**src/sv/mix_hash_node_combiner_top_assert.svh**
```systemverilog
// assertion macros for the hash combiner
`ifndef MIX_HASH_NODE_COMBINER_TOP_ASSERT_SVH
`define MIX_HASH_NODE_COMBINER_TOP_ASSERT_SVH

// same-cycle implication
`define MHNC_ASSERT_NOW(label, ante, cons) \
    label: assert property (@(posedge clk) disable iff (!rst_n) (ante) |-> (cons)) \
        else $error("mhnc assertion failed");

// next-cycle implication
`define MHNC_ASSERT_NEXT(label, ante, cons) \
    label: assert property (@(posedge clk) disable iff (!rst_n) (ante) |=> (cons)) \
        else $error("mhnc assertion failed");

`endif

```
**src/sv/mhnc_pkg.sv**
```systemverilog
package mhnc_pkg;

    localparam logic [63:0] HASH_SEED = 64'h4c1f17a3de7b9213;
    localparam logic [63:0] GOLDEN_K  = 64'h9e3779b97f4a7c15;
    localparam logic [63:0] FIN_MUL_A = 64'hbf58476d1ce4e5b9;
    localparam logic [63:0] FIN_MUL_B = 64'h94d049bb133111eb;

    localparam int unsigned DIGEST_CHARS = 64;
    localparam int unsigned IDX_W        = $clog2(DIGEST_CHARS);

    typedef logic [63:0] word_t;
    typedef logic [2:0]  state_t;

    localparam state_t ST_IDLE = 3'd0;
    localparam state_t ST_XS   = 3'd1;
    localparam state_t ST_M0   = 3'd2;
    localparam state_t ST_M1   = 3'd3;
    localparam state_t ST_M2   = 3'd4;
    localparam state_t ST_M3   = 3'd5;
    localparam state_t ST_FIN  = 3'd6;
    localparam state_t ST_EMIT = 3'd7;

    // hash-combine front end of one mix step
    function automatic word_t combine(input word_t h, input word_t v);
        word_t sum;
        sum = v + GOLDEN_K + (h << 6) + (h >> 2);
        return h ^ sum;
    endfunction

    function automatic logic [6:0] nibble_char(input logic [3:0] n);
        logic [6:0] c;
        if (n < 4'd10)
        begin
            c = 7'h30 + {3'b000, n};
        end
        else
        begin
            c = 7'h57 + {3'b000, n};
        end
        return c;
    endfunction

endpackage

```
**src/sv/mix_hash_node_combiner_top.sv**
```systemverilog
// each accepted byte is combined into the hash, then mixed by two xorshift-multiply passes and a final xorshift
// ready stays low until the mix is done; one shared 32x32 multiplier serves both passes (6 products per byte)
// digest: after a last byte, 64 hex chars follow, two per digest byte with a remix between pairs, plus output stalls
// the char register lets the next message's bytes be taken while the final char waits
// reset: asynchronous active-low rst_n; hash returns to the seed, no request pending
module mix_hash_node_combiner_top
    import mhnc_pkg::*;
(
    input  logic       clk,
    input  logic       rst_n,
    input  logic       s_tvalid,
    output logic       s_tready,
    input  logic [7:0] s_tdata,   // [7:0] data_byte
    input  logic       s_tlast,   // last_byte
    output logic       m_tvalid,
    input  logic       m_tready,
    output logic [7:0] m_tdata,   // [6:0] hex_char, [7] zero pad
    output logic       m_tlast    // last_char
);

    state_t           state_reg, state_next;
    logic             pass_reg, pass_next;
    logic             emit_reg, emit_next;
    logic [IDX_W-1:0] idx_reg, idx_next;
    word_t            hash_reg, hash_next;
    word_t            op_reg, op_next;
    word_t            acc_reg, acc_next;
    word_t            prod_reg, prod_next;
    logic             out_valid_reg, out_valid_next;
    logic [6:0]       out_char_reg, out_char_next;
    logic             out_last_reg, out_last_next;

    logic [31:0] mul_x, mul_y;
    word_t       mul_c;
    word_t       in_ext;
    word_t       round_v;
    logic [4:0]  round_i;
    logic [7:0]  digest_byte;
    logic [3:0]  digest_nib;
    logic        out_load;
    logic        in_accept;

    assign s_tready  = (state_reg == ST_IDLE);
    assign in_accept = s_tvalid && s_tready;
    assign m_tvalid  = out_valid_reg;
    assign m_tdata   = {1'b0, out_char_reg};
    assign m_tlast   = out_last_reg;

    assign in_ext  = {{56{s_tdata[7]}}, s_tdata};
    assign round_i = idx_reg[IDX_W-1:1];
    // i*17 + 31 fits in ten bits
    assign round_v = {54'd0, ({1'b0, round_i, 4'b0000} + {5'd0, round_i} + 10'd31)};

    assign digest_byte = hash_reg[{idx_reg[3:1], 3'b000} +: 8];
    assign digest_nib  = idx_reg[0] ? digest_byte[3:0] : digest_byte[7:4];
    assign out_load    = (state_reg == ST_EMIT) && (!out_valid_reg || m_tready);

    // shared multiplier: low 64 bits of op * const from three 32x32 products
    assign mul_c = pass_reg ? FIN_MUL_B : FIN_MUL_A;
    assign mul_x = (state_reg == ST_M2) ? op_reg[63:32] : op_reg[31:0];
    assign mul_y = (state_reg == ST_M1) ? mul_c[63:32] : mul_c[31:0];

    always_comb
    begin
        state_next     = state_reg;
        pass_next      = pass_reg;
        emit_next      = emit_reg;
        idx_next       = idx_reg;
        hash_next      = hash_reg;
        op_next        = op_reg;
        acc_next       = acc_reg;
        prod_next      = {32'd0, mul_x} * {32'd0, mul_y};
        out_valid_next = out_valid_reg;
        out_char_next  = out_char_reg;
        out_last_next  = out_last_reg;

        if (out_valid_reg && m_tready)
        begin
            out_valid_next = 1'b0;
        end

        unique case (state_reg)
            ST_IDLE:
            begin
                if (in_accept)
                begin
                    hash_next  = combine(hash_reg, in_ext);
                    emit_next  = s_tlast;
                    idx_next   = '0;
                    pass_next  = 1'b0;
                    state_next = ST_XS;
                end
            end
            ST_XS:
            begin
                op_next    = pass_reg ? (acc_reg ^ (acc_reg >> 27)) : (hash_reg ^ (hash_reg >> 30));
                state_next = ST_M0;
            end
            ST_M0:
            begin
                state_next = ST_M1;
            end
            ST_M1:
            begin
                acc_next   = prod_reg;
                state_next = ST_M2;
            end
            ST_M2:
            begin
                acc_next   = acc_reg + {prod_reg[31:0], 32'd0};
                state_next = ST_M3;
            end
            ST_M3:
            begin
                acc_next = acc_reg + {prod_reg[31:0], 32'd0};
                if (pass_reg)
                begin
                    state_next = ST_FIN;
                end
                else
                begin
                    pass_next  = 1'b1;
                    state_next = ST_XS;
                end
            end
            ST_FIN:
            begin
                hash_next  = acc_reg ^ (acc_reg >> 31);
                state_next = emit_reg ? ST_EMIT : ST_IDLE;
            end
            ST_EMIT:
            begin
                if (out_load)
                begin
                    out_valid_next = 1'b1;
                    out_char_next  = nibble_char(digest_nib);
                    out_last_next  = (idx_reg == IDX_W'(DIGEST_CHARS - 1));
                    idx_next       = idx_reg + 1'b1;
                    if (idx_reg == IDX_W'(DIGEST_CHARS - 1))
                    begin
                        hash_next  = HASH_SEED;
                        emit_next  = 1'b0;
                        state_next = ST_IDLE;
                    end
                    else if (idx_reg[0])
                    begin
                        // byte done: remix before the next digest byte
                        hash_next  = combine(hash_reg, round_v);
                        pass_next  = 1'b0;
                        state_next = ST_XS;
                    end
                end
            end
            default:
            begin
                state_next = ST_IDLE;
            end
        endcase
    end

    always_ff @(posedge clk or negedge rst_n)
    begin
        if (!rst_n)
        begin
            state_reg     <= ST_IDLE;
            pass_reg      <= 1'b0;
            emit_reg      <= 1'b0;
            idx_reg       <= '0;
            hash_reg      <= HASH_SEED;
            out_valid_reg <= 1'b0;
        end
        else
        begin
            state_reg     <= state_next;
            pass_reg      <= pass_next;
            emit_reg      <= emit_next;
            idx_reg       <= idx_next;
            hash_reg      <= hash_next;
            out_valid_reg <= out_valid_next;
        end
    end

    always_ff @(posedge clk)
    begin
        op_reg       <= op_next;
        acc_reg      <= acc_next;
        prod_reg     <= prod_next;
        out_char_reg <= out_char_next;
        out_last_reg <= out_last_next;
    end

`include "mix_hash_node_combiner_top_assert.svh"

    `MHNC_ASSERT_NOW(a_no_input_during_digest, s_tready, !emit_reg)
    `MHNC_ASSERT_NEXT(a_second_pass_finishes, (state_reg == ST_M3) && pass_reg, state_reg == ST_FIN)
    `MHNC_ASSERT_NOW(a_hex_char_range, m_tvalid,
        ((m_tdata[6:0] >= 7'h30) && (m_tdata[6:0] <= 7'h39)) ||
        ((m_tdata[6:0] >= 7'h61) && (m_tdata[6:0] <= 7'h66)))

endmodule
```
**config.mk**
```make
export PLATFORM = sky130hd
export DESIGN_NAME = mix_hash_node_combiner_top
export DESIGN_NICKNAME = d
export VERILOG_FILES = /design/src/sv/mhnc_pkg.sv /design/src/sv/mix_hash_node_combiner_top.sv
export VERILOG_INCLUDE_DIRS = /design/src /design/src/sv
export SDC_FILE = /design/constraint.sdc
export NUM_CORES = 2
export LEC_CHECK = 0
export ABC_CLOCK_PERIOD_IN_PS = 8890
export BUFFER_PORTS_ARGS = -buffer_cell sky130_fd_sc_hd__buf_2
export CORE_UTILIZATION = 30
export DETAILED_ROUTE_END_ITERATION = 8
export MAX_ROUTING_LAYER = met4
export SYNTH_ARGS = -nofsm -noshare
export SYNTH_HDL_FRONTEND = slang
export SYNTH_SLANG_ARGS = --single-unit
```
**constraint.sdc**
```tcl
create_clock -name clk -period 8.89 [get_ports clk]
set_clock_uncertainty 0.1 [all_clocks]
set_input_delay 1.778 -clock clk [delete_from_list [all_inputs] [get_ports clk]]
set_output_delay 1.778 -clock clk [all_outputs]
set_load 0.1 [all_outputs]
```
# Word-level counts from Yosys, hierarchy flattened
# Index checks and enable logic that the tools add are counted.
dict set report totals {
  register_bits 276
  input_bits 13
  out_inout_bits 11
  word_cells 96
}
dict set report op_classes {
  n_addsub 12
  multipliers 1
  n_lt_le_gt_ge 1
  eq_ne 14
  shift 1
  n_mux 34
  n_bitwise 5
  n_reduce_logical 17
}
# cell count
set ops {}
lappend ops {{64-bit two-way mux} 5}
lappend ops {{64-bit adder} 3}
lappend ops {{64-bit one-hot mux with 3 select lines} 1}
lappend ops {{64-bit by 62-bit adder with 64-bit output} 2}
lappend ops {{64-bit one-hot mux with 2 select lines} 1}
lappend ops {{64-bit bitwise XOR} 2}
lappend ops {{10-bit by 64-bit adder with 64-bit output (second input constant)} 1}
lappend ops {{64-bit adder (second input constant)} 1}
lappend ops {{32-bit by 32-bit multiplier with 64-bit output} 1}
lappend ops {{32-bit two-way mux} 2}
lappend ops {{64-bit by 7-bit indexed part select with 8-bit output} 1}
lappend ops {{64-bit by 33-bit bitwise XOR with 64-bit output} 1}
lappend ops {{64-bit by 34-bit bitwise XOR with 64-bit output} 1}
lappend ops {{64-bit by 37-bit bitwise XOR with 64-bit output} 1}
lappend ops {{62-bit two-way mux} 1}
lappend ops {{3-bit one-hot mux with 8 select lines} 1}
lappend ops {{3-bit two-way mux} 6}
lappend ops {{3-bit equality test (second input constant)} 4}
lappend ops {{6-bit two-way mux} 2}
lappend ops {{6-bit one-hot mux with 2 select lines} 1}
lappend ops {{10-bit by 5-bit adder with 10-bit output (second input constant)} 1}
lappend ops {{9-bit by 5-bit adder with 10-bit output} 1}
lappend ops {{1-bit two-way mux} 10}
lappend ops {{4-bit AND reduction} 2}
lappend ops {{24 further kinds} 33}

# Logic depth before layout (Yosys ltp)
dict set report logic_depth {
  word_depth 10
  mapped_depth 40
}

# Least setup slack after synthesis
# No wires, ideal clock.
dict set report synth_path {
  path_type {register -> register}
  startpoint {register state_reg[2]}
  endpoint {register prod_reg[62]}
  arrival_time_ps 9130
  path_slack_ps -470
  stages_incl_launch_ff 40
  path_buffers 6
  path_cell_list {dfrtp_1 clkbuf_1 nand3b_1 clkbuf_1 buf_1 ha_1 clkbuf_1 clkbuf_1 nor2_1 inv_1 fa_1 inv_1 fa_1 fa_1 inv_1 fa_1 inv_1 fa_1 [4 not listed] inv_1 fa_1 inv_1 ha_1 buf_2 o21a_1 o21ai_1 a21oi_1 o21ai_0 a221oi_1 a211oi_1 o41ai_4 a31oi_2 o21ai_1 a21o_1 nor2_1 o31ai_1 xor2_1}
}
dict set report synth_between {
  elab_chain_len 3
  elab_cells_between_ends 5
  classes_between {1 x mul; 2 x eq/ne; 2 x mux}
}
# item line
set synth_rtl {}
lappend synth_rtl {{start: declaration} mix_hash_node_combiner_top.sv:21} ;# state_t state_reg, state_next;
lappend synth_rtl {{start signal: assignment} mix_hash_node_combiner_top.sv:174} ;# state_reg <= state_next;
lappend synth_rtl {{3-bit equality test or 3-bit by 2-bit equality test with 1-bit output (tied branches)} {mix_hash_node_combiner_top.sv:60, mix_hash_node_combiner_top.sv:61}}
lappend synth_rtl {{32-bit two-way mux, on equally long branches} {mix_hash_node_combiner_top.sv:60, mix_hash_node_combiner_top.sv:61}}
lappend synth_rtl {{32-bit by 32-bit multiplier with 64-bit output *} mix_hash_node_combiner_top.sv:72} ;# prod_next = {32'd0, mul_x} * {32'd0, mul_y};
lappend synth_rtl {{via prod_next[62]} mix_hash_node_combiner_top.sv:28} ;# word_t prod_reg, prod_next;
lappend synth_rtl {{end signal: assignment} mix_hash_node_combiner_top.sv:187} ;# prod_reg <= prod_next;
lappend synth_rtl {{end: declaration} mix_hash_node_combiner_top.sv:28}
# The timed path passes the listed nets; every way through them passes the cells marked *.
# A chain may end at the register's enable or synchronous reset.

# Final worst setup path
dict set report layout_path {
  startpoint {register state_reg[1]}
  endpoint {register prod_reg[62]}
}
# The elaborated chain is that of the path after synthesis.

==> impl_results.md <==
- RR Endpoint: prod_reg[62]$_DFF_P_
- Synth area leader: fa_1
- Synth top area share: a little under a third
- Hold Crit Depth: 2
- HPWL Detailed: 170,100 um
- Rows: about 160
- Critical path launch point type: register
- Clock Latency Late Sink: 620 ps
- Crit path from: state_reg[1]$_DFFE_PN0P_
- # DRC: 0
- DRT iter0 DRCs: ~4,200
- CTS buffer count: 31
- Clock Path Buffers: 3
- Final nets: around 7,900
- Max stage delay cell, worst path: fa_1
- DIE WIDTH: 432.8 um
- R2R depth: 36
- Final setup viols: 0
- Hold-fix buffers, CTS: 0
- Cells after synthesis: between 6,000 and 7,000
- CTS tree: built
- Global route total overflow: 0
- Synthesized area: 55,670 um2
- DRT antenna net count: 0
- Post-synthesis area per instance: approximately 9.2 um2
- Root buffer cell: clkbuf_16
- Drt wl/cell: 22.69 um
- Worst R2R Start: state_reg[1]$_DFFE_PN0P_
- Clock transition at path regs: 60 ps
- Final hold slack: around 420 ps
- Drt first pass iters: 7
- DR vias: around 45,000
- Synth area leaders: fa_1 31%, ha_1 16%, inv_1 8.7%
- #FFs+latches synth: around 280
- Most frequent CP cell: fa_1
- Tmin final: around 8700 ps
- EDFF count, synth: approximately 140
- Initial antenna violation count: 7
- Worst Setup EP: prod_reg[62]$_DFF_P_
- Pre-CTS setup slack: -102.4 ps
- Share of cells above drive strength 1: 11.59%
- First-pass GRT wire length: between 200,000 and 300,000 um
- Vias per cell: slightly above 5
- Final worst setup slack: between 150 and 200 ps
- Port-buffer cells: 22
- Num ports: 24
- Max Clk Rate: 0.1147 GHz
- Setup slack, reg-to-reg: roughly 170 ps
- Synth unique cells: between 90 and 100
- Largest net degree at the start of global routing: around 140
- Register area share after synthesis: around an eighth
- Synth-to-Final Area Change: 13.07%
- Ys async rst share: roughly 28%
- Max FO, Critical Path: 10
- Final GP Congestion: slightly above 1
- Number of global-route vias before repair: roughly 46,000
- Final wirelength: roughly 200,000 um
- RSZ-0062 raised after global routing: true
- Crit Path Class: reg -> reg
- CTS H-tree lvls: 1
- Critical Path Sink Type: register
- Core Box Area: approximately 180,000 um2
- Die span in y: about 430 um
- Rel. slew slack: 5.017%
- Syn nets: 7,623
- Starting density of the core: 30.31%
- Hold Vio Cnt, Final: 0
- Outcome: complete, no violations
- Final Max Slew Viols: 0
- Max cap viols: 0
- Overall die area: approximately 190,000 um2
- Ys flop type: edfxtp_1
- HP Class: reg -> reg
- Critical path data arrival time: 9080 ps
- CTS sink count: 276
- Max incr delay on CP: between 500 and 600 ps
- GRT Total Usage: 21.77%
- Fraction of the cycle the final worst path needs: 98.08%
- Worst EP required: 9250 ps
- Ys Warns: 0
- Worst Tran Pin Value: around 1400 ps
## what timing repair did
action,CTS,global route
resized for setup,9,159
setup endpoints to repair,7,20
buffers inserted,0,24
gates cloned,0,2
pin swaps,1,45
## cell usage after synthesis (17+ instances only)
| master | instances |
|---|---|
| nor3_1 | 32 |
| nand2b_1 | 90 |
| nand4_1 | 39 |
| o21ai_0 | 276 |
| a221oi_1 | 21 |
| or2_2 | 26 |
| dfxtp_1 | 64 |
| xnor2_1 | 240 |
| fa_1 | 856 |
| a21o_1 | 132 |
| and2_1 | 107 |
| and3_1 | 23 |
| edfxtp_1 | 136 |
| o211ai_1 | 18 |
| inv_1 | 1293 |
| nor2b_1 | 43 |
| o22ai_1 | 20 |
| a31oi_1 | 43 |
| nand3_1 | 48 |
| nor2_1 | 345 |
| a211oi_1 | 18 |
| mux4_2 | 20 |
| mux2_2 | 24 |
| nand2_1 | 354 |
| dfstp_2 | 34 |
| dfrtp_1 | 42 |
| xor2_1 | 160 |
| clkbuf_1 | 183 |
| a21oi_1 | 322 |
| o21a_1 | 21 |
| ha_1 | 711 |
| a31o_2 | 17 |
| o21bai_1 | 56 |
## kinds of logic (layout without fill, tap and decap cells)
kind of cell | after synthesis | in the layout | synth area share, %
other cells | 2 | 8 | 0.01349
mux | 60 | 60 | 1.582
xor+xnor | 400 | 400 | 6.293
simple gates | 1144 | 1144 | 9.631
buf+inv | 1503 | 1760 | 10.15
fa+ha+maj | 1567 | 1567 | 46.76
flops | 276 | 276 | 13.13
compound gates | 1091 | 1091 | 12.44
## metal layers
layer / GRT usage (%) / share of wire (%) / vias to the layer above / wire length (um)
li1: - / - / 19900 / -
met1: 28.46 / 42 / 22400 / 83800
met2: 34.18 / 46 / 1841 / 90810
met3: 3.013 / 7.6 / 380 / 15060
met4: 8.046 / 4.7 / 0 / 9356
met5: - / 0 / - / 0
## through the flow
stage	area [um2]	cells	util [%]	TNS, ps
6_report	62940	8770	34.27	0
5_1_grt	62940	8769	34.27	-211.0
4_1_cts	62090	8738	33.80	-4.332
3_5_place_dp	61030	8681	33.23	-276.5
3_3_place_gp	61030	8681	33.23	-115.6
2_1_floorplan	55760	6043	-	0
## layout make-up
cell class	count	area, um2
Fill cell	18780	120700
Multi-Input combinational cell	4264	43350
Sequential cell	276	7315
Inverter	1301	4903
Timing Repair Buffer	402	3246
Tap cell	2464	3083
Clock buffer	41	843.3
Clock inverter	16	190.2
Antenna cell	6	15.01
## critical path: cells and delay by family (launching register included)
kind	cells	cell delay (ps)
xor+xnor	1	170
compound gates	8	1220
buf+inv	10	1280
flops	1	400
mux	1	340
fa+ha+maj	9	4020
simple gates	7	1020
## cell usage in the layout, fill, tap and decap left out, types with 39 or more instances in the layout
cell type,n
inv_1,1273
fa_1,835
ha_1,699
buf_4,351
nand2_1,347
nor2_1,327
a21oi_1,309
o21ai_0,267
xnor2_1,240
xor2_1,160
edfxtp_1,136
a21o_1,132
and2_1,102
nand2b_1,88
dfxtp_1,64
o21bai_1,55
nand3_1,47
nor2b_1,42
a31oi_1,40
dfrtp_1,40
nand4_1,39
## worst min-delay path by stage
stage,slack [ps],endpoint,start
5_1_grt,450,acc_reg[60]$_DFFE_PP_,prod_reg[60]$_DFF_P_
4_1_cts,430,acc_reg[37]$_DFFE_PP_,prod_reg[37]$_DFF_P_
2_1_floorplan,370,acc_reg[42]$_DFFE_PP_,prod_reg[42]$_DFF_P_
3_3_place_gp,400,acc_reg[33]$_DFFE_PP_,prod_reg[33]$_DFF_P_
3_5_place_dp,410,acc_reg[37]$_DFFE_PP_,prod_reg[37]$_DFF_P_
6_report,420,acc_reg[59]$_DFFE_PP_,prod_reg[59]$_DFF_P_
Power is not shown: default switching activity piles up to over one toggle a cycle in this logic, so the estimate is an artifact.
